===== src/tqpc_pkg.sv =====
package tqpc_pkg;

	// Default frame length limit in bytes
	localparam int MAX_FRAME_BYTES_DEF = 2048;

	// Frame layout
	localparam int MAC_BYTES      = 14;
	localparam int IP_LEN_HI_POS  = 16;
	localparam int IP_LEN_LO_POS  = 17;
	localparam int IP_PROTO_POS   = 23;
	localparam int IP_ADDR_FIRST  = 26;
	localparam int IP_ADDR_LAST   = 33;
	localparam int IP_DST_FIRST   = 30;
	localparam int TCP_PORT_BYTES = 4;
	localparam int TCP_OFFSET_POS = 12;
	localparam int TDS_KEEP       = 15;
	localparam int MIN_HDR_WORDS  = 5;

	// Protocol codes
	localparam logic [7:0] IP_PROTO_TCP    = 8'h06;
	localparam logic [7:0] TDS_TYPE_NORMAL = 8'h0f;
	localparam logic [7:0] TOKEN_LANGUAGE  = 8'h21;
	localparam logic [7:0] TOKEN_DBRPC     = 8'he6;
	localparam logic [7:0] RPC_NAME_MAX    = 8'h0f;

	typedef enum logic [3:0] {
		KIND_BAD_IP   = 4'd0,
		KIND_NOT_TCP  = 4'd1,
		KIND_BAD_TCP  = 4'd2,
		KIND_TRUNC    = 4'd3,
		KIND_NOT_TDS  = 4'd4,
		KIND_NOT_LAST = 4'd5,
		KIND_OTHER    = 4'd6,
		KIND_SQL      = 4'd7,
		KIND_RPC      = 4'd8
	} kind_t;

	// Header fields of one finished frame, handed to the classifier
	typedef struct packed {
		logic [7:0]                 n_bytes;   // bytes received, saturated at 255
		logic [3:0]                 ip_words;
		logic [15:0]                ip_total;
		logic [7:0]                 ip_proto;
		logic [31:0]                src_addr;
		logic [31:0]                dst_addr;
		logic [15:0]                src_port;
		logic [15:0]                dst_port;
		logic [3:0]                 tcp_words;
		logic [TDS_KEEP-1:0][7:0]   tds;
	} snap_t;

	// One frame descriptor
	typedef struct packed {
		logic [15:0] text_length;
		logic [10:0] text_offset;
		logic [15:0] dest_port;
		logic [15:0] source_port;
		logic [31:0] dest_address;
		logic [31:0] source_address;
		logic        text_shown;
		kind_t       kind;
	} result_t;

endpackage


===== src/tqpc_capture.sv =====
module tqpc_capture #(
	parameter int MAX_FRAME_BYTES = tqpc_pkg::MAX_FRAME_BYTES_DEF
) (
	input  logic            clk,
	input  logic            arst_n,
	input  logic            in_valid,
	output logic            in_ready,
	input  logic [7:0]      in_byte,
	input  logic            in_last,
	output logic            snap_valid,
	input  logic            snap_ready,
	output tqpc_pkg::snap_t snap
);
	import tqpc_pkg::*;

	localparam int POS_W = $clog2(MAX_FRAME_BYTES + 1);
	localparam int CMP_W = (POS_W > 9) ? POS_W : 9;

	// Input register
	logic       valid_s1;
	logic [7:0] byte_s1;
	logic       last_s1;

	// Working header state of the frame in progress
	logic [POS_W-1:0]         pos_q;
	logic [3:0]               ihw_q;
	logic [15:0]              total_q;
	logic [7:0]               proto_q;
	logic [31:0]              src_addr_q;
	logic [31:0]              dst_addr_q;
	logic [15:0]              src_port_q;
	logic [15:0]              dst_port_q;
	logic [3:0]               thw_q;
	logic [TDS_KEEP-1:0][7:0] tds_q;

	logic [POS_W-1:0]         pos_d;
	logic [3:0]               ihw_d;
	logic [15:0]              total_d;
	logic [7:0]               proto_d;
	logic [31:0]              src_addr_d;
	logic [31:0]              dst_addr_d;
	logic [15:0]              src_port_d;
	logic [15:0]              dst_port_d;
	logic [3:0]               thw_d;
	logic [TDS_KEEP-1:0][7:0] tds_d;

	logic             snap_valid_s2;
	snap_t            snap_s2;
	logic             snap_free;
	logic             go_s1;
	logic [CMP_W-1:0] p_c;
	logic [CMP_W-1:0] t_c;
	logic [CMP_W-1:0] s_c;
	logic [CMP_W-1:0] tds_diff;
	logic [CMP_W-1:0] n_c;
	logic [7:0]       n_sat;

	// Handshake: non-last bytes always move on, a last byte needs a free snapshot
	assign snap_free = !snap_valid_s2 || snap_ready;
	assign go_s1     = valid_s1 && (!last_s1 || snap_free);
	assign in_ready  = !valid_s1 || go_s1;

	always_ff @(posedge clk or negedge arst_n) begin
		if (!arst_n) begin
			valid_s1 <= 1'b0;
		end else if (in_ready) begin
			valid_s1 <= in_valid;
		end
	end

	always_ff @(posedge clk) begin
		if (in_ready && in_valid) begin
			byte_s1 <= in_byte;
			last_s1 <= in_last;
		end
	end

	// Header offsets from the current state
	assign p_c      = CMP_W'(pos_q);
	assign t_c      = CMP_W'(MAC_BYTES) + CMP_W'({ihw_q, 2'b00});
	assign s_c      = t_c + CMP_W'({thw_q, 2'b00});
	assign tds_diff = p_c - s_c;

	// Capture the byte at its frame position
	always_comb begin
		pos_d      = pos_q;
		ihw_d      = ihw_q;
		total_d    = total_q;
		proto_d    = proto_q;
		src_addr_d = src_addr_q;
		dst_addr_d = dst_addr_q;
		src_port_d = src_port_q;
		dst_port_d = dst_port_q;
		thw_d      = thw_q;
		tds_d      = tds_q;
		if (pos_q < POS_W'(MAX_FRAME_BYTES)) begin
			pos_d = pos_q + POS_W'(1);
			if (p_c == CMP_W'(MAC_BYTES)) begin
				ihw_d = byte_s1[3:0];
			end else if (p_c == CMP_W'(IP_LEN_HI_POS)) begin
				total_d[15:8] = byte_s1;
			end else if (p_c == CMP_W'(IP_LEN_LO_POS)) begin
				total_d[7:0] = byte_s1;
			end else if (p_c == CMP_W'(IP_PROTO_POS)) begin
				proto_d = byte_s1;
			end else if (p_c >= CMP_W'(IP_ADDR_FIRST) && p_c <= CMP_W'(IP_ADDR_LAST)) begin
				if (p_c < CMP_W'(IP_DST_FIRST)) begin
					src_addr_d = {src_addr_q[23:0], byte_s1};
				end else begin
					dst_addr_d = {dst_addr_q[23:0], byte_s1};
				end
			end
			if (ihw_q >= 4'(MIN_HDR_WORDS)) begin
				if (p_c >= t_c && p_c < t_c + CMP_W'(TCP_PORT_BYTES)) begin
					if (p_c < t_c + CMP_W'(2)) begin
						src_port_d = {src_port_q[7:0], byte_s1};
					end else begin
						dst_port_d = {dst_port_q[7:0], byte_s1};
					end
				end else if (p_c == t_c + CMP_W'(TCP_OFFSET_POS)) begin
					thw_d = byte_s1[7:4];
				end
				if (thw_q >= 4'(MIN_HDR_WORDS) && p_c >= s_c && tds_diff < CMP_W'(TDS_KEEP)) begin
					tds_d[tds_diff[3:0]] = byte_s1;
				end
			end
		end
	end

	// Saturate the byte count: every decision threshold lies below 255
	assign n_c   = CMP_W'(pos_d);
	assign n_sat = (n_c > CMP_W'(255)) ? 8'hff : n_c[7:0];

	// Advance frame state; clear it after the last byte
	always_ff @(posedge clk or negedge arst_n) begin
		if (!arst_n) begin
			pos_q      <= '0;
			ihw_q      <= '0;
			total_q    <= '0;
			proto_q    <= '0;
			src_addr_q <= '0;
			dst_addr_q <= '0;
			src_port_q <= '0;
			dst_port_q <= '0;
			thw_q      <= '0;
			tds_q      <= '0;
		end else if (go_s1) begin
			if (last_s1) begin
				pos_q      <= '0;
				ihw_q      <= '0;
				total_q    <= '0;
				proto_q    <= '0;
				src_addr_q <= '0;
				dst_addr_q <= '0;
				src_port_q <= '0;
				dst_port_q <= '0;
				thw_q      <= '0;
				tds_q      <= '0;
			end else begin
				pos_q      <= pos_d;
				ihw_q      <= ihw_d;
				total_q    <= total_d;
				proto_q    <= proto_d;
				src_addr_q <= src_addr_d;
				dst_addr_q <= dst_addr_d;
				src_port_q <= src_port_d;
				dst_port_q <= dst_port_d;
				thw_q      <= thw_d;
				tds_q      <= tds_d;
			end
		end
	end

	// Snapshot of the finished frame
	always_ff @(posedge clk or negedge arst_n) begin
		if (!arst_n) begin
			snap_valid_s2 <= 1'b0;
		end else if (go_s1 && last_s1) begin
			snap_valid_s2 <= 1'b1;
		end else if (snap_ready) begin
			snap_valid_s2 <= 1'b0;
		end
	end

	always_ff @(posedge clk) begin
		if (go_s1 && last_s1) begin
			snap_s2.n_bytes   <= n_sat;
			snap_s2.ip_words  <= ihw_d;
			snap_s2.ip_total  <= total_d;
			snap_s2.ip_proto  <= proto_d;
			snap_s2.src_addr  <= src_addr_d;
			snap_s2.dst_addr  <= dst_addr_d;
			snap_s2.src_port  <= src_port_d;
			snap_s2.dst_port  <= dst_port_d;
			snap_s2.tcp_words <= thw_d;
			snap_s2.tds       <= tds_d;
		end
	end

	assign snap_valid = snap_valid_s2;
	assign snap       = snap_s2;

	// Checks
	a_pos_bound: assert property (@(posedge clk) disable iff (!arst_n)
		pos_q <= POS_W'(MAX_FRAME_BYTES))
		else $error("byte count beyond frame limit");

	a_clear_after_last: assert property (@(posedge clk) disable iff (!arst_n)
		go_s1 && last_s1 |=> pos_q == '0 && ihw_q == '0 && thw_q == '0)
		else $error("frame state not cleared after last byte");

	a_snap_hold: assert property (@(posedge clk) disable iff (!arst_n)
		snap_valid_s2 && !snap_ready |=> snap_valid_s2 && $stable(snap_s2))
		else $error("snapshot lost while stalled");

	a_last_blocked: assert property (@(posedge clk) disable iff (!arst_n)
		valid_s1 && last_s1 && snap_valid_s2 && !snap_ready |-> !go_s1)
		else $error("last byte advanced into a full snapshot");

endmodule


===== src/tqpc_classify.sv =====
module tqpc_classify (
	input  logic              clk,
	input  logic              arst_n,
	input  logic              snap_valid,
	output logic              snap_ready,
	input  tqpc_pkg::snap_t   snap,
	output logic              res_valid,
	input  logic              res_ready,
	output tqpc_pkg::result_t res
);
	import tqpc_pkg::*;

	logic [8:0]         n9;
	logic [8:0]         t9;
	logic [8:0]         s9;
	logic [8:0]         sql_off;
	logic [8:0]         rpc_off;
	logic [15:0]        plen;
	logic [15:0]        sql_len;
	logic [7:0]         rpc_len;
	logic signed [17:0] size;
	logic signed [17:0] sql_need;
	logic signed [17:0] rpc_need;
	logic               match;
	logic               sql_cand;
	logic               rpc_cand;
	logic               sql_ok;
	logic               rpc_ok;
	result_t            res_d;
	result_t            res_q;
	logic               res_valid_q;

	// Header offsets and length arithmetic
	assign n9       = {1'b0, snap.n_bytes};
	assign t9       = 9'(MAC_BYTES) + {3'b000, snap.ip_words, 2'b00};
	assign s9       = t9 + {3'b000, snap.tcp_words, 2'b00};
	assign sql_off  = s9 + 9'd14;
	assign rpc_off  = s9 + 9'd12;
	assign plen     = {snap.tds[2], snap.tds[3]};
	assign sql_len  = {snap.tds[11], snap.tds[12]};
	assign rpc_len  = snap.tds[11];
	assign size     = $signed({2'b00, snap.ip_total})
	                - $signed({12'd0, snap.ip_words, 2'b00})
	                - $signed({12'd0, snap.tcp_words, 2'b00});
	assign sql_need = $signed({2'b00, sql_len}) + 18'sd13;
	assign rpc_need = $signed({10'd0, rpc_len}) + 18'sd12;
	assign match    = (size == $signed({2'b00, plen}));
	assign sql_cand = (snap.tds[8] == TOKEN_LANGUAGE) && match && (snap.tds[9] == 8'h00);
	assign rpc_cand = (snap.tds[8] == TOKEN_DBRPC) && match;
	assign sql_ok   = (snap.tds[13] <= 8'd1) && (size >= sql_need) && (sql_len != 16'd0);
	assign rpc_ok   = (rpc_len != 8'd0) && (size >= rpc_need);

	// Decide the frame kind in header order; a missing byte ends the decision
	always_comb begin
		res_d                = '0;
		res_d.kind           = KIND_OTHER;
		res_d.source_address = snap.src_addr;
		res_d.dest_address   = snap.dst_addr;
		res_d.source_port    = snap.src_port;
		res_d.dest_port      = snap.dst_port;
		if (n9 <= 9'(MAC_BYTES)) begin
			res_d.kind = KIND_TRUNC;
		end else if (snap.ip_words < 4'(MIN_HDR_WORDS)) begin
			res_d.kind = KIND_BAD_IP;
		end else if (n9 <= 9'(IP_ADDR_LAST)) begin
			res_d.kind = KIND_TRUNC;
		end else if (snap.ip_proto != IP_PROTO_TCP) begin
			res_d.kind = KIND_NOT_TCP;
		end else if (n9 <= t9 + 9'(TCP_OFFSET_POS)) begin
			res_d.kind = KIND_TRUNC;
		end else if (snap.tcp_words < 4'(MIN_HDR_WORDS)) begin
			res_d.kind = KIND_BAD_TCP;
		end else if (n9 <= s9) begin
			res_d.kind = KIND_TRUNC;
		end else if (snap.tds[0] != TDS_TYPE_NORMAL) begin
			res_d.kind = KIND_NOT_TDS;
		end else if (n9 <= s9 + 9'd1) begin
			res_d.kind = KIND_TRUNC;
		end else if (snap.tds[1] == 8'h00) begin
			res_d.kind = KIND_NOT_LAST;
		end else if (n9 <= s9 + 9'd9) begin
			res_d.kind = KIND_TRUNC;
		end else if (sql_cand) begin
			if (n9 <= s9 + 9'd13) begin
				res_d.kind = KIND_TRUNC;
			end else if (sql_ok) begin
				if (sql_len > 16'd1 && plen > sql_len && n9 <= sql_off) begin
					res_d.kind = KIND_TRUNC;
				end else begin
					res_d.kind        = KIND_SQL;
					res_d.text_shown  = (sql_len > 16'd1) && (plen > sql_len)
					                 && (snap.tds[14] != 8'h00);
					res_d.text_offset = {2'b00, sql_off};
					res_d.text_length = sql_len - 16'd1;
				end
			end
		end else if (rpc_cand) begin
			if (n9 <= s9 + 9'd10) begin
				res_d.kind = KIND_TRUNC;
			end else if (snap.tds[10] <= RPC_NAME_MAX) begin
				if (n9 <= s9 + 9'd11) begin
					res_d.kind = KIND_TRUNC;
				end else if (rpc_ok) begin
					if (rpc_len > 8'd1 && plen > {8'h00, rpc_len} && n9 <= rpc_off) begin
						res_d.kind = KIND_TRUNC;
					end else begin
						res_d.kind        = KIND_RPC;
						res_d.text_shown  = (rpc_len > 8'd1) && (plen > {8'h00, rpc_len})
						                 && (snap.tds[12] != 8'h00);
						res_d.text_offset = {2'b00, rpc_off};
						res_d.text_length = {8'h00, rpc_len};
					end
				end
			end
		end
	end

	// Result register
	assign snap_ready = !res_valid_q || res_ready;

	always_ff @(posedge clk or negedge arst_n) begin
		if (!arst_n) begin
			res_valid_q <= 1'b0;
		end else if (snap_ready) begin
			res_valid_q <= snap_valid;
		end
	end

	always_ff @(posedge clk) begin
		if (snap_ready && snap_valid) begin
			res_q <= res_d;
		end
	end

	assign res_valid = res_valid_q;
	assign res       = res_q;

	// Checks
	a_text_only_for_query: assert property (@(posedge clk) disable iff (!arst_n)
		res_valid_q && res_q.kind != KIND_SQL && res_q.kind != KIND_RPC
		|-> !res_q.text_shown && res_q.text_offset == '0 && res_q.text_length == '0)
		else $error("text fields set on a non-query descriptor");

	a_result_hold: assert property (@(posedge clk) disable iff (!arst_n)
		res_valid_q && !res_ready |=> res_valid_q && $stable(res_q))
		else $error("descriptor changed while stalled");

	a_text_after_header: assert property (@(posedge clk) disable iff (!arst_n)
		res_valid_q && (res_q.kind == KIND_SQL || res_q.kind == KIND_RPC)
		|-> res_q.text_offset > 11'(MAC_BYTES))
		else $error("query text placed inside the MAC header");

endmodule


===== src/tds_query_packet_classifier.sv =====
// Channel   Dir  Payload                                             Handshake
// s_*       in   tdata: frame_byte; tlast: frame_end                 tvalid/tready
// m_*       out  tdata: kind .. text_length (128 bits)               tvalid/tready
//
// One frame byte is taken every cycle unless a last byte waits on a full snapshot.
// After the last byte of a frame is transferred, its descriptor moves
// through the snapshot (capture) and then the result register (classify);
// the input register loads on the transfer edge itself.
// arst_n clears all control and frame state at once; no clearing pass.
// A stalled output holds back only a last byte that finds the snapshot full.
module tds_query_packet_classifier #(
	parameter int MAX_FRAME_BYTES = tqpc_pkg::MAX_FRAME_BYTES_DEF
) (
	input  logic         clk,
	input  logic         arst_n,
	input  logic         s_tvalid,
	output logic         s_tready,
	input  logic [7:0]   s_tdata,   // [7:0] frame_byte
	input  logic         s_tlast,   // frame_end
	output logic         m_tvalid,
	input  logic         m_tready,
	output logic [127:0] m_tdata    // [3:0] kind, [4] text_shown, [36:5] source_address,
	                                // [68:37] dest_address, [84:69] source_port,
	                                // [100:85] dest_port, [111:101] text_offset,
	                                // [127:112] text_length
);
	import tqpc_pkg::*;

	logic    snap_valid;
	logic    snap_ready;
	snap_t   snap;
	result_t res;

	tqpc_capture #(
		.MAX_FRAME_BYTES(MAX_FRAME_BYTES)
	) u_capture (
		.clk        (clk),
		.arst_n     (arst_n),
		.in_valid   (s_tvalid),
		.in_ready   (s_tready),
		.in_byte    (s_tdata),
		.in_last    (s_tlast),
		.snap_valid (snap_valid),
		.snap_ready (snap_ready),
		.snap       (snap)
	);

	tqpc_classify u_classify (
		.clk        (clk),
		.arst_n     (arst_n),
		.snap_valid (snap_valid),
		.snap_ready (snap_ready),
		.snap       (snap),
		.res_valid  (m_tvalid),
		.res_ready  (m_tready),
		.res        (res)
	);

	// Pack the descriptor, first field lowest
	assign m_tdata = {res.text_length, res.text_offset, res.dest_port, res.source_port,
	                  res.dest_address, res.source_address, res.text_shown, res.kind};

endmodule


===== config.mk =====
export PLATFORM = sky130hd
export DESIGN_NAME = tds_query_packet_classifier
export DESIGN_NICKNAME = d
export VERILOG_FILES = /design/src/tqpc_pkg.sv /design/src/tqpc_capture.sv /design/src/tqpc_classify.sv /design/src/tds_query_packet_classifier.sv
export SDC_FILE = /design/constraint.sdc
export NUM_CORES = 1
export LEC_CHECK = 0
export ABC_AREA = 1
export BUFFER_PORTS_ARGS = -buffer_cell sky130_fd_sc_hd__buf_2
export CORE_AREA = 2 2 269 245
export CTS_BUF_LIST = sky130_fd_sc_hd__clkbuf_8
export CTS_CLUSTER_SIZE = 16
export DETAILED_ROUTE_END_ITERATION = 8
export DIE_AREA = 0 0 271 247
export PLACE_DENSITY = 0.67
export REMOVE_ABC_BUFFERS = 1
export SYNTH_ARGS = -nofsm -noshare
export SYNTH_HDL_FRONTEND = slang
export SYNTH_SLANG_ARGS = --single-unit

===== constraint.sdc =====
create_clock -name clk -period 8.1 [get_ports clk]
set_input_delay 1.62 -clock clk [delete_from_list [all_inputs] [get_ports clk]]
set_output_delay 1.62 -clock clk [all_outputs]
set_load 0.03 [all_outputs]

==> flow_metrics.env, run 1 <==
export IMPL_firstDrtPassIters=6
export IMPL_crit_required_ns=8.63
export IMPL_peakVddDrop_mv=0.1639
export IMPL_r2r_start="u_capture.snap[245]"
export IMPL_start_util_pct=44.31
export IMPL_outcome="completed"
export IMPL_postRouteAntennaNets=0
export IMPL_hold_slack_ns=0.3866
export IMPL_vias=21039
export IMPL_netlist_area_sq_um=28570
export IMPL_ys_ff_latch=579
export IMPL_p_int_uw=4741
export IMPL_antenna_found_initial=1
export IMPL_endpoint_kind="flop"
export IMPL_areaGrowthSynthToFinish_pct=12.04
export IMPL_rows=89
export IMPL_synthAdderAreaFrac_pct=6.044
export IMPL_cts_buffers=97
export IMPL_hold_class="flop to flop"
export IMPL_first_iter_violations=1681
export IMPL_fin_nets=3273
export IMPL_cts_tree="yes"
export IMPL_htreeDepth=3
export IMPL_track_usage_pct=20.40
export IMPL_synth_cell_type_count=59
export IMPL_ys_seq_area_share_pct=56.91
export IMPL_path_class="flop to flop"
export IMPL_synthCells=2990
export IMPL_yosysWarningCount=0
export IMPL_clock_latency_ns=0.74
export IMPL_ioPinCount=143
export IMPL_setup_viol_count_final=0
export IMPL_path_clk_slew_ns=0.06
export IMPL_worst_pin_slew_ns=1.045
export IMPL_hold_viol=0
export IMPL_synth_area_leaders="edfxtp_1 37%, dfrtp_1 20%, nand2_1 9.5%, ha_1 5.7%, o21ai_0 5.0%"
export IMPL_synth_xor_area_share_pct=1.809
export IMPL_min_from="u_capture.snap[129]"
export IMPL_die_w_um=271
export IMPL_drv_cap=0
export IMPL_post_cts_buffers=0
export IMPL_drc=0
export IMPL_layout_drive_gt1_share_pct=11.66
export IMPL_cts_resized=0
export IMPL_yosysMostFrequentCell="nand2_1"
export IMPL_synth_edf_count=353
export IMPL_post_dp_hpwl_um=44560
export IMPL_switching_share_pct=27.90
export IMPL_slew_viol_final=0
export IMPL_gp_congestion=0.9260
export IMPL_clockBufferDepth=3
export IMPL_grt_remaining_overflow=0
export IMPL_crit_start="u_capture.snap[245]"
export IMPL_finalClockSkew_ns=0.07508
export IMPL_yosysTopAreaCell="edfxtp_1"
export IMPL_power_clock_fraction_pct=38.7
export IMPL_die_height_um=247
export IMPL_grt_start_max_net_pins=137
export IMPL_core_area_sq_um=64480
export IMPL_sequentialPowerShare_pct=50.4
export IMPL_netlist_top_cells_count="724 x nand2_1, 353 x edfxtp_1, 329 x inv_1"
export IMPL_clockRootBuffer="clkbuf_8"
export IMPL_power_switching_uw=1834
export IMPL_crit_path_start_kind="flop"
export IMPL_post_route_min_period_ns=5.062
export IMPL_worstPathMaxFanout=14
export IMPL_grt_pass1_vias=19879
export IMPL_r2r_setup_slack_ns=3.04
export IMPL_pwr_share_comb_pct=10.9
export IMPL_tns_ns=0
export IMPL_synth_top_area_share_pct=37.11
export IMPL_routed_via_density=5.167
export IMPL_routedWlPerCell_um=16.70
export IMPL_clock_sinks=579
export IMPL_leakagePower_uw=0.01441
export IMPL_synth_main_ff_cell="edfxtp_1"
export IMPL_fmax_mhz=197.5
export IMPL_synth_area_mux_share_pct=0
export IMPL_critical_path_arrival_ns=5.59
export IMPL_synth_area_per_cell_sq_um=9.554
export IMPL_synth_top_family_by_area="simple AND/OR/NAND/NOR gates"
export IMPL_rsz0062_at_grt="no"
export IMPL_synthArstFlopShare_pct=39.03
export IMPL_dieArea_sq_um=66940
export IMPL_grt_pass1_wl_um=108800
export IMPL_synthSimpleGateAreaFrac_pct=19.72
export IMPL_slew_headroom_pct=29.71
export IMPL_synth_compound_area_share_pct=9.246
export IMPL_io_buffers=139
export IMPL_postCtsHoldBufs=0
export IMPL_fin_crit_sh_pct=62.49
export IMPL_wl_um=68010
export IMPL_pwr_density_cell_nw_per_um2=205.4
## cells in the final DEF, fill, tap and decap left out, types with 19 or more instances in the layout
| master | instances |
|---|---|
| nand2_1 | 722 |
| dfrtp_1 | 226 |
| o21ai_0 | 285 |
| xor2_1 | 53 |
| nor4_1 | 20 |
| ha_1 | 130 |
| o22ai_1 | 36 |
| clkbuf_8 | 104 |
| edfxtp_1 | 353 |
| inv_1 | 367 |
| a21oi_1 | 66 |
| buf_2 | 138 |
| nor2_1 | 140 |
| nand4_1 | 25 |
| nand3_1 | 280 |
| o21a_1 | 30 |
| nor3_1 | 23 |
| nand2_2 | 19 |
## registers in the layout (all words and copies together) (netlist names)
signal and flops:
u_capture.p_c 12, u_capture.valid_s1 1, u_classify.res_valid 1, u_capture.ihw_q 4
u_capture.thw_q 4, u_capture.tds_q 83, u_classify.res 125, u_capture.src_port_q 16
u_capture.byte_s1 8, u_capture.last_s1 1, u_capture.total_q 16, u_capture.snap 219
u_capture.dst_addr_q 32, u_capture.src_addr_q 32, u_capture.snap_valid 1, u_capture.dst_port_q 16
u_capture.proto_q 8
## cell type report
class	instances	area [sq um]
well taps	864	1081
diodes	1	2.502
flip-flops and latches	579	16260
clock inverters	77	506.7
inverters	341	1297
clock buffers	104	1431
repair buffers	155	863.3
fillers	5889	32470
multi-input cells	1951	10570
## worst max-delay path, cell delays in order (launching register included)
cell and delay, ns:
edfxtp_1 0.44, inv_1 0.12, ha_1 0.20, or2_1 0.26, nand2_1 0.11, inv_1 0.05, ha_1 0.32, xnor2_1 0.67
ha_1 0.31, inv_1 0.08, o21ai_0 0.15, o21ai_0 0.16, ha_1 0.34, nand2_1 0.05, nor2_1 0.08, nand2_1 0.07
inv_2 0.09, nand2_1 0.05, nand2_1 0.09, nand2_1 0.08, a21oi_1 0.18, nand2_1 0.10, nor2_1 0.11, and3_1 0.21
nand2_2 0.28, o31ai_1 0.30
## metal layers
metal / routed length, um / GRT usage, % / share of wire [%]
met5: 0 / 0 / 0
met4: 1339 / 5.330 / 2.0
met2: 30590 / 31.56 / 45
met3: 3677 / 3.438 / 5.4
met1: 32400 / 29.78 / 48
## final timing paths
path,endpoint,cells after the start
worst max register to register,u_classify.res[4],25
max in group asynchronous,u_capture.total_q[5],2
worst max-delay path,u_classify.res[4],25
worst min register to register,u_classify.res[90],0
worst min-delay path,u_classify.res[90],0
min in group asynchronous,u_capture.src_addr_q[28],1
## power groups by stage
stage	combinational, uW	sequential [uW]	clock, uW
final	718	3310	2550
after global routing	803	3320	2750
after CTS	724	3310	2620
after detailed placement	721	3370	0
after global placement	715	3370	0
after floorplan	397	3450	0
## kinds of logic after synthesis
group | after synthesis
compound gates | 466
simple gates | 1286
fa+ha+maj | 135
other cells | 2
buf+inv | 463
xor+xnor | 59
flops | 579
## per-stage QoR
step                instance area (sq um)  setup WS (ns)  utilization [%]  power [uW]  cells
finish                              32000          3.038            49.64        6575   4072
global route                        32000          2.541            49.64        6873   4072
CTS                                 32000          3.039            49.63        6655   4071
detailed placement                  30060          2.915            46.63        4090   3890
global placement                    30060          2.960            46.63        4084   3890
floorplan                           28070         -4.809                -        3846   2871
Note: power is estimated with default switching activity, not from simulation.
==> run 2, diff against run 1 <==
- clock period: 8.1 -> 5.1 ns (I/O delays scaled with it)
==> run 2 against run 1 <==
Effect of this change:
- non-clock buffer count increased by 28
- final cell count increased by 0.59%
- total power increased by 57%
- register-to-register slack got worse by 2.7 ns
- critical path type unchanged
- clock-buffer cell count increased by 2
- largest cell class unchanged
- first-iteration DRC count increased by 0.83%
==> flow_metrics.env, run 2 (same netlist as run 1, synthesis figures left out) <==
export IMPL_postRouteAntennaNets=0
export IMPL_core_area_sq_um=64480
export IMPL_post_dp_hpwl_um=45530
export IMPL_first_iter_violations=1695
export IMPL_fillers=5860
export IMPL_hold_class="input pin to async pin"
export IMPL_cts_buffers=94
export IMPL_power_switching_uw=2890
export IMPL_die_w_um=271
export IMPL_vias=21205
export IMPL_gp_congestion=0.9068
export IMPL_fin_crit_sh_pct=93.59
export IMPL_cts_tree="yes"
export IMPL_largest_reg_flops=219
export IMPL_crit_start="u_capture.snap[244]"
export IMPL_finalClockSkew_ns=0.05528
export IMPL_cp_slowest_cell="edfxtp_1"
export IMPL_switching_share_pct=28.05
export IMPL_power_clock_fraction_pct=37.5
export IMPL_layout_drive_gt1_share_pct=12.63
export IMPL_grt_remaining_overflow=0
export IMPL_slew_viol_final=0
export IMPL_clock_latency_ns=0.71
export IMPL_htreeDepth=3
export IMPL_antenna_found_initial=3
export IMPL_drv_cap=0
export IMPL_r2r_start="u_capture.snap[244]"
export IMPL_io_buffers=139
export IMPL_clockBufferDepth=3
export IMPL_peakVddDrop_mv=0.2681
export IMPL_endpoint_kind="flop"
export IMPL_cpPeakStageDelay_ns=0.48
export IMPL_routedWlPerCell_um=16.93
export IMPL_placed_area_sq_um=30270
export IMPL_drc=0
export IMPL_start_util_pct=44.31
export IMPL_final_common_cell="nand2_1"
export IMPL_fin_area_sq_um=32270
export IMPL_pwr_share_comb_pct=11.5
export IMPL_final_cell_mix="720 x nand2_1, 372 x inv_1, 353 x edfxtp_1"
export IMPL_pwr_density_cell_nw_per_um2=319.2
export IMPL_leakagePower_uw=0.01456
export IMPL_worstPathMaxFanout=10
export IMPL_wl_um=69330
export IMPL_setup_viol_count_final=0
export IMPL_ioPinCount=143
export IMPL_crit_required_ns=5.62
export IMPL_hold_viol=0
export IMPL_grt_pass1_vias=20009
export IMPL_clock_sinks=579
export IMPL_path_class="flop to flop"
export IMPL_areaGrowthSynthToFinish_pct=12.98
export IMPL_crit_path_start_kind="flop"
export IMPL_worst_pin_slew_ns=1.095
export IMPL_dieArea_sq_um=66940
export IMPL_sequentialPowerShare_pct=51.0
export IMPL_clockRootBuffer="clkbuf_8"
export IMPL_crit_path_frequent_cell="nand2_1"
export IMPL_firstDrtPassIters=5
export IMPL_tns_ns=0
export IMPL_final_setup_worst_slack_ns=0.3269
export IMPL_outcome="completed"
export IMPL_rsz0062_at_grt="yes"
export IMPL_die_height_um=247
export IMPL_track_usage_pct=20.53
export IMPL_p_int_uw=7413
export IMPL_pre_cts_slack_ns=0.2756
export IMPL_path_clk_slew_ns=0.06
export IMPL_critical_path_arrival_ns=5.29
export IMPL_routed_via_density=5.177
export IMPL_fin_total_pwr_uw=10300
export IMPL_fmax_mhz=209.5
export IMPL_post_route_min_period_ns=4.773
export IMPL_slew_headroom_pct=26.99
export IMPL_rows=89
export IMPL_fin_nets=3298
export IMPL_grt_start_max_net_pins=113
export IMPL_grt_pass1_wl_um=108800
run 2: cell types whose count changed in the layout (fill, tap and decap cells not counted), sizes merged:
cell | previous run | this run
buf | 155 | 182
bufinv | 3 | 0
clkinvlp | 0 | 3
diode | 1 | 2
inv | 385 | 391
clkinv | 30 | 17
clkbuf | 104 | 107
run 2: power groups by stage:
stage               Combinational [uW]  Sequential (uW)  Clock [uW]
floorplan                          631             5480           0
global placement                  1150             5350           0
detailed placement                1160             5350           0
CTS                               1170             5260        3970
global route                      1310             5270        4180
finish                            1180             5260        3860
run 2: metal layers:
metal  GRT usage, %  vias up  share of wire, %
li1               -    10432                 -
met3          3.234      127               5.4
met5              0        -             0.017
met4          6.744        2               2.7
met2          32.35      576                45
met1          29.06    10068                47
run 2: path summary, 6_finish.rpt:
kind | slack (ns) | depth (start not counted) | endpoint
max | 0.33 | 33 | u_classify.res[107]
min | 0.33 | 1 | u_capture.src_addr_q[31]
max reg2reg | 0.33 | 33 | u_classify.res[107]
min reg2reg | 0.41 | 0 | u_classify.res[91]
max in group asynchronous | 3.65 | 2 | u_capture.tds_q[110]
min in group clk | 0.41 | 0 | u_classify.res[91]
run 2: cell type report:
cell class,instances,area (sq um),share of cell area (%)
Antenna cell,2,5.005,0.01551
Clock buffer,106,1459,4.520
Clock inverter,70,375.4,1.163
Inverter,341,1300,4.028
Multi-Input combinational cell,1951,10640,32.98
Sequential cell,579,16260,50.37
Tap cell,864,1081,3.350
Timing Repair Buffer,183,1154,3.574
run 2: worst max-delay path, delay by kind of cell (launching register included):
family                   cells  cell delay [ns]
AO/OA/AOI/OAI                4             0.59
AND/OR/NAND/NOR             20             1.76
buffers and inverters        4             0.39
XOR/XNOR                     1             0.15
adder cells (fa/ha/maj)      4             1.25
flip-flops                   1             0.48
run 2: repair_timing:
action / in CTS / in global routing
setup buffers: 0 / 6
setup endpoints to repair: 0 / 46
gates resized for setup: 0 / 18
hold buffers: 0 / 0
run 2: stage by stage:
stage / util [%] / hold WS, ns / std cells
2_1_floorplan: - / 0.4003 / 2871
3_3_place_gp: 46.95 / 0.4014 / 3911
3_5_place_dp: 46.95 / 0.4045 / 3911
4_1_cts: 49.80 / 0.3706 / 4087
5_1_grt: 50.06 / 0.3780 / 4096
6_report: 50.06 / 0.3277 / 4096
==> run 3, diff against run 2 <==
- CORE_AREA: 2 2 269 245 -> 2 2 255 257
- DIE_AREA: 0 0 271 247 -> 0 0 257 259
==> run 3 against run 2 <==
Effect of this change:
- clock skew down 0.016 ns
- sequential share of layout area about the same
- worst setup slack better by 0.10 ns
- highest routed layer unchanged
- critical path type unchanged
- design area about the same
- critical path depth down 3
- first-iteration DRC count up 8.7%
- critical endpoint is now u_classify.res[119]
- sequential power about the same
- register-to-register slack better by 0.10 ns
==> flow_metrics.env, run 3 (same netlist as run 1, synthesis figures left out) <==
export IMPL_track_usage_pct=20.63
export IMPL_p_int_uw=7600
export IMPL_pwr_share_comb_pct=11.2
export IMPL_tns_ns=0
export IMPL_worst_pin_slew_ns=1.161
export IMPL_setup_viol_count_final=0
export IMPL_rows=93
export IMPL_placed_area_sq_um=30230
export IMPL_dieArea_sq_um=66560
export IMPL_worstPathMaxFanout=20
export IMPL_multi_input_area_sq_um=10620
export IMPL_clock_latency_ns=0.73
export IMPL_firstDrtPassIters=5
export IMPL_routed_via_density=5.179
export IMPL_areaGrowthSynthToFinish_pct=13.09
export IMPL_fin_crit_sh_pct=91.55
export IMPL_cp_slowest_cell="edfxtp_1"
export IMPL_antenna_found_initial=2
export IMPL_peakVddDrop_mv=0.3257
export IMPL_r2r_start="u_capture.snap[244]"
export IMPL_hold_slack_ns=0.2411
export IMPL_clockBufferDepth=3
export IMPL_cts_tree="yes"
export IMPL_power_clock_fraction_pct=38.8
export IMPL_wl_um=68730
export IMPL_hold_viol=0
export IMPL_postRouteAntennaNets=0
export IMPL_switching_share_pct=27.78
export IMPL_slew_viol_final=0
export IMPL_crit_start="u_capture.snap[244]"
export IMPL_die_w_um=257
export IMPL_rsz0062_at_grt="yes"
export IMPL_grt_pass1_vias=20187
export IMPL_path_class="flop to flop"
export IMPL_clock_sinks=579
export IMPL_cpPeakStageDelay_ns=0.36
export IMPL_final_cell_mix="721 x nand2_1, 373 x inv_1, 353 x edfxtp_1"
export IMPL_leakagePower_uw=0.01460
export IMPL_drc=0
export IMPL_cts_buffers=95
export IMPL_drv_cap=0
export IMPL_seqCellArea_sq_um=16260
export IMPL_grt_start_max_net_pins=122
export IMPL_slew_headroom_pct=22.62
export IMPL_post_dp_hpwl_um=45360
export IMPL_ioPinCount=143
export IMPL_finalClockSkew_ns=0.03971
export IMPL_gp_congestion=0.9322
export IMPL_critical_path_arrival_ns=5.22
export IMPL_grt_pass1_wl_um=109000
export IMPL_path_clk_slew_ns=0.07
export IMPL_htreeDepth=3
export IMPL_fmax_mhz=214.2
export IMPL_hold_class="input pin to async pin"
export IMPL_sequentialPowerShare_pct=50.0
export IMPL_largest_reg_flops=219
export IMPL_crit_path_start_kind="flop"
export IMPL_routedWlPerCell_um=16.81
export IMPL_pwr_density_cell_nw_per_um2=325.8
export IMPL_clockRootBuffer="clkbuf_8"
export IMPL_vias=21173
export IMPL_die_height_um=259
export IMPL_grt_remaining_overflow=0
export IMPL_post_route_min_period_ns=4.669
export IMPL_fin_total_pwr_uw=10520
export IMPL_power_switching_uw=2924
export IMPL_final_core_util_pct=50.57
export IMPL_fillers=5709
export IMPL_layout_drive_gt1_share_pct=12.69
export IMPL_core_area_sq_um=63880
export IMPL_start_util_pct=44.72
export IMPL_outcome="completed"
export IMPL_final_common_cell="nand2_1"
export IMPL_fin_nets=3298
export IMPL_crit_required_ns=5.65
export IMPL_fin_area_sq_um=32300
export IMPL_io_buffers=139
export IMPL_first_iter_violations=1842
export IMPL_endpoint_kind="flop"
-- run 3: routing by layer --
layer	global-route usage (%)	wire, um
met1	28.04	30720
met2	33.09	31880
met3	3.700	4099
met4	7.913	2013
met5	0	10
-- run 3: repair_timing --
item,4_1_cts,5_1_grt
resized for setup,0,20
endpoints found under the setup margin,0,74
hold buffers,0,0
hold endpoints to repair,0,0
setup buffers,0,9
-- run 3: worst paths after layout --
path,endpoint,slack (ns),cells past startpoint
max,u_classify.res[119],0.43,30
min,u_capture.dst_addr_q[14],0.24,1
max reg2reg,u_classify.res[119],0.43,30
min reg2reg,u_classify.res[78],0.39,0
max in group asynchronous,u_capture.tds_q[103],3.79,2
min in group clk,u_classify.res[78],0.39,0
-- run 3: power by group through the flow --
stage | Sequential, uW | Clock (uW) | Combinational (uW)
after floorplan | 5480 | 0 | 631
final | 5260 | 4090 | 1180
after detailed placement | 5350 | 0 | 1170
after CTS | 5260 | 4200 | 1170
after global routing | 5270 | 4400 | 1310
after global placement | 5350 | 0 | 1160
-- run 3: layout make-up --
type | instances | area share (%)
sequential | 579 | 50.32
tap | 855 | 3.312
clock inverter | 71 | 1.418
inverter | 341 | 4.016
clock buffer | 108 | 4.601
antenna | 1 | 0.007746
multi-input combinational | 1951 | 32.87
timing repair buffer | 182 | 3.455
-- run 3: critical path, delay by kind of cell, from the launching register on --
family | cells | cell delay, ns
flip-flops | 1 | 0.36
AND/OR/NAND/NOR | 11 | 1.41
AO/OA/AOI/OAI | 6 | 0.95
adder cells (fa/ha/maj) | 4 | 0.93
buffers and inverters | 9 | 0.81
-- run 3: per-stage QoR --
stage / instances / worst slack (ns)
after detailed placement: 3899 / 0.1014
final: 4088 / 0.4307
after floorplan: 2871 / -7.209
after global routing: 4088 / -0.0007274
after global placement: 3899 / 0.3325
after CTS: 4078 / 0.1066
